File: config.mk
export PLATFORM = sky130hd
export DESIGN_NAME = clm_ram
export DESIGN_NICKNAME = d
export VERILOG_FILES = /design/src/rtl/clm_ram.sv
export SDC_FILE = /design/constraint.sdc
export NUM_CORES = 2
export LEC_CHECK = 0
export BUFFER_PORTS_ARGS = -buffer_cell sky130_fd_sc_hd__buf_2
export CAP_MARGIN = 10
export CORE_MARGIN = 2
export CORE_UTILIZATION = 55
export CTS_CLUSTER_SIZE = 16
export DETAILED_ROUTE_END_ITERATION = 12
export PLACE_DENSITY_LB_ADDON = 0.08
export SYNTH_ARGS = -nofsm -noshare
export SYNTH_HDL_FRONTEND = slang
export SYNTH_SLANG_ARGS = --single-unit
File: constraint.sdc
create_clock -name clk -period 6.8 [get_ports clk]
set_clock_uncertainty 0.1 [all_clocks]
set_input_delay 1.7 -clock clk [delete_from_list [all_inputs] [get_ports clk]]
set_output_delay 1.7 -clock clk [all_outputs]
set_load 0.02 [all_outputs]
File: src/rtl/clm_ram.sv
// clm_ram: simple dual-port synchronous ram, one write and one registered read per cycle
// generic storage for the link tables; no package dependency
module clm_ram #(
  parameter int DEPTH = 256,
  parameter int WIDTH = 8
) (
  input  logic                     clk,
  input  logic                     we,
  input  logic [$clog2(DEPTH)-1:0] waddr,
  input  logic [WIDTH-1:0]         wdata,
  input  logic                     re,
  input  logic [$clog2(DEPTH)-1:0] raddr,
  output logic [WIDTH-1:0]         rdata
);

  logic [WIDTH-1:0] mem [DEPTH];
  logic [WIDTH-1:0] rdata_r;

  always_ff @(posedge clk) begin
    if (we) begin
      mem[waddr] <= wdata;
    end
  end

  always_ff @(posedge clk) begin
    if (re) begin
      rdata_r <= mem[raddr];
    end
  end

  assign rdata = rdata_r;

endmodule

==> impl_metrics.toml <==
[status]
outcome = "finished, final reports clean"

[hold_path]
hp-class = "reg2reg"
whs_path_depth = 5
whs_endpoint = "rdata[6]"
min_from = "mem[47][6]"

[synth]
yosysWarnings = 0
yosysSeqAreaShare_pct = 77.53
ys_ff_latch = 2056
synth_fp_nets = 3760
netlist_instances = 3733
synth.most_common_cell = "edfxtp_1"
ys.flop_type = "edfxtp_1"
postSynth.asyncResetShare_pct = 0
synth.avg_cell_area_um2 = 21.33
post-synth-top-area-cell = "edfxtp_1"
syn_area_mm2 = 0.07964
synth_top_area_share_pct = 77.53
synth_area_leaders = "edfxtp_1 78%, mux4_2 13%, mux2i_1 1.7%"
synth_cell_type_count = 54
synth.cells.most_frequent = "2056 x edfxtp_1, 454 x mux4_2, 282 x nor2_1, 134 x mux2i_1, 133 x a22oi_1"
synth_edf_count = 2056

[clocking]
clk_pin_slew_ps = 60
cts_setup_buffers = 0
clk-insertion-delay-late_ps = 840
cts_root_buf = "clkbuf_16"
cts_buffer_depth = 3
htreeDepth = 4
cts_sinks = 2056
cts_tree = "done"
cts_buffers = 200
cts_hold_buf = 0
cts_resized = 0

[pwr]
ir_drop_v = 0.0002698
p_leak_nw = 27.25
powerDensity_mw_per_mm2 = 297.0
p_total_mw = 26.28

[floorplanning]
ios = 35
start_util_pct = 55.44
row_count = 139
die_x_um = 384.5
core_area_mm2 = 0.1437
dieArea_mm2 = 0.1479
fp.dieH_um = 384.5

[run]
cap_violations = 0

[setup_path]
regToRegSetupSlack_ps = 3590
critPathLaunchType = "primary input"
crit_arrival_ps = 5360
cp_max_fo = 49
cp_data_required_time_ps = 7230
rr_worst_depth = 6
r2r-end = "rdata[1]"
end_kind = "flip-flop"
criticalPathCategory = "in2reg"
rr_startpoint = "mem[80][1]"

[sta]
setup_viol = 0
tns_ps = 0
slew_headroom_pct = 12.87
rsz0062_at_grt = "false"
final_hold_viol_count = 0
tightest_slew_ps = 1307
period_share_pct = 72.54
fmax_mhz = 202.7
min_period_ps = 4933
finalMaxSlewViolations = 0

[placed_design]
io_buffers = 34
gp_congestion = 0.8482
dp_hpwl_mm = 120.0

[global_route]
grtUsageTotal_pct = 27.37
grt_overflow = 0
grt_max_degree = 218
grt_first_pass_wirelength_mm = 286.5
antenna_found_initial = 15
grt_pass1_vias = 39740

[cells_and_area]
drive_gt1_share_pct = 22.95
nets = 3873
fillCellCount = 9967
syn_to_final_growth_pct = 11.13

[routing]
drt-total-wl_mm = 198.9
vias_per_cell = 6.597
vias = 39110
wire_per_inst_um = 33.56
ant_nets = 0
dr.first_iter.drc_count = 4896
dr.pass1.iters = 6
route.detailed.drc = 0
layout make-up:
type | instances | area, µm² | area share (%)
antenna | 8 | 20.02 | 0.02262
multi-input combinational | 1442 | 16560 | 18.72
inverter | 2 | 7.507 | 0.008483
tap | 1903 | 2381 | 2.690
sequential | 2056 | 61740 | 69.76
timing repair buffer | 144 | 1306 | 1.476
clock buffer | 251 | 5303 | 5.992
clock inverter | 122 | 1181 | 1.335
report_power, final:
part,switching [mW],internal (mW)
registers,0.0173,14.0
logic,0.847,0.426
clock network,4.66,6.35
registers in the layout, summed over array words and instances (netlist names):
register / flops
mem: 2048
rdata: 8
metal layers:
| metal | global-route usage [%] | wire length [µm] | vias up |
|---|---|---|---|
| li1 | - | - | 15950 |
| met1 | 39.17 | 79580 | 20960 |
| met2 | 43.17 | 96210 | 1871 |
| met3 | 5.501 | 17020 | 319 |
| met4 | 8.370 | 6061 | 6 |
| met5 | 0 | 43 | - |
cell families (layout without fill, tap and decap cells):
family | Yosys count | in the layout | share of synthesized area, %
buf+inv | 235 | 519 | 1.829
flops | 2056 | 2056 | 77.53
simple gates | 466 | 466 | 2.625
mux | 591 | 591 | 14.60
other cells | 0 | 8 | 0
compound gates | 385 | 385 | 3.416
worst max-delay path, stage by stage:
cell	delay, ps
buf_8	450
buf_12	340
buf_4	270
buf_4	250
mux4_2	560
a221oi_1	620
o221ai_1	230
a211oi_1	740
nor4_1	90
metrics by stage:
| stage | utilization (%) | instance area, µm² | hold slack [ps] | setup slack, ps | instances |
|---|---|---|---|---|---|
| floorplan | - | 79640 | 764.2 | 2924 | 3733 |
| global placement | 57.03 | 81920 | 931.5 | 488.0 | 5539 |
| detailed placement | 57.08 | 81990 | 1004 | 938.4 | 5546 |
| CTS | 61.59 | 88480 | 980.2 | 1781 | 5919 |
| global route | 61.60 | 88490 | 1023 | 1730 | 5922 |
| finish | 61.61 | 88500 | 968.9 | 1867 | 5928 |
worst max-delay path by stage:
stage	startpoint	to	slack, ps	depth (start not counted)
floorplan	raddr[0]	rdata[2]	2920	9
global route	raddr[0]	rdata[5]	1730	9
CTS	raddr[2]	rdata[2]	1780	8
detailed placement	raddr[2]	rdata[2]	940	8
global placement	raddr[0]	rdata[6]	490	7
finish	raddr[0]	rdata[5]	1870	9
placed cells by master (no fill, tap or decap), types with 4 or more instances in the layout:
cell / netlist / routed
o32ai_1: 4 / 4
o22ai_1: 28 / 28
nand4_1: 10 / 10
o211ai_1: 10 / 10
nand3_2: 0 / 9
o21ai_0: 10 / 10
a211oi_1: 16 / 16
a22o_1: 8 / 8
clkbuf_1: 111 / 46
edfxtp_1: 2056 / 2056
nor4_2: 3 / 11
a22oi_1: 133 / 133
nand3_1: 34 / 25
buf_4: 27 / 90
o221ai_1: 46 / 46
clkbuf_16: 0 / 205
nor4_1: 24 / 16
nand2b_1: 8 / 8
and2_1: 6 / 6
clkbuf_8: 0 / 8
bufinv_16: 0 / 22
clkinv_1: 1 / 41
nor3_1: 22 / 22
nor2_1: 282 / 279
mux2i_1: 134 / 134
or2_2: 4 / 4
inv_6: 0 / 5
clkinv_2: 0 / 47
diode_2: 0 / 8
mux4_2: 454 / 454
buf_12: 8 / 18
a21oi_1: 96 / 96
nand2_1: 33 / 32
a221oi_1: 13 / 13
o22a_1: 5 / 5
clkinvlp_4: 0 / 4
nor2b_1: 31 / 28
buf_2: 31 / 25
No activity file was read; power rests on OpenSTA's default activity.
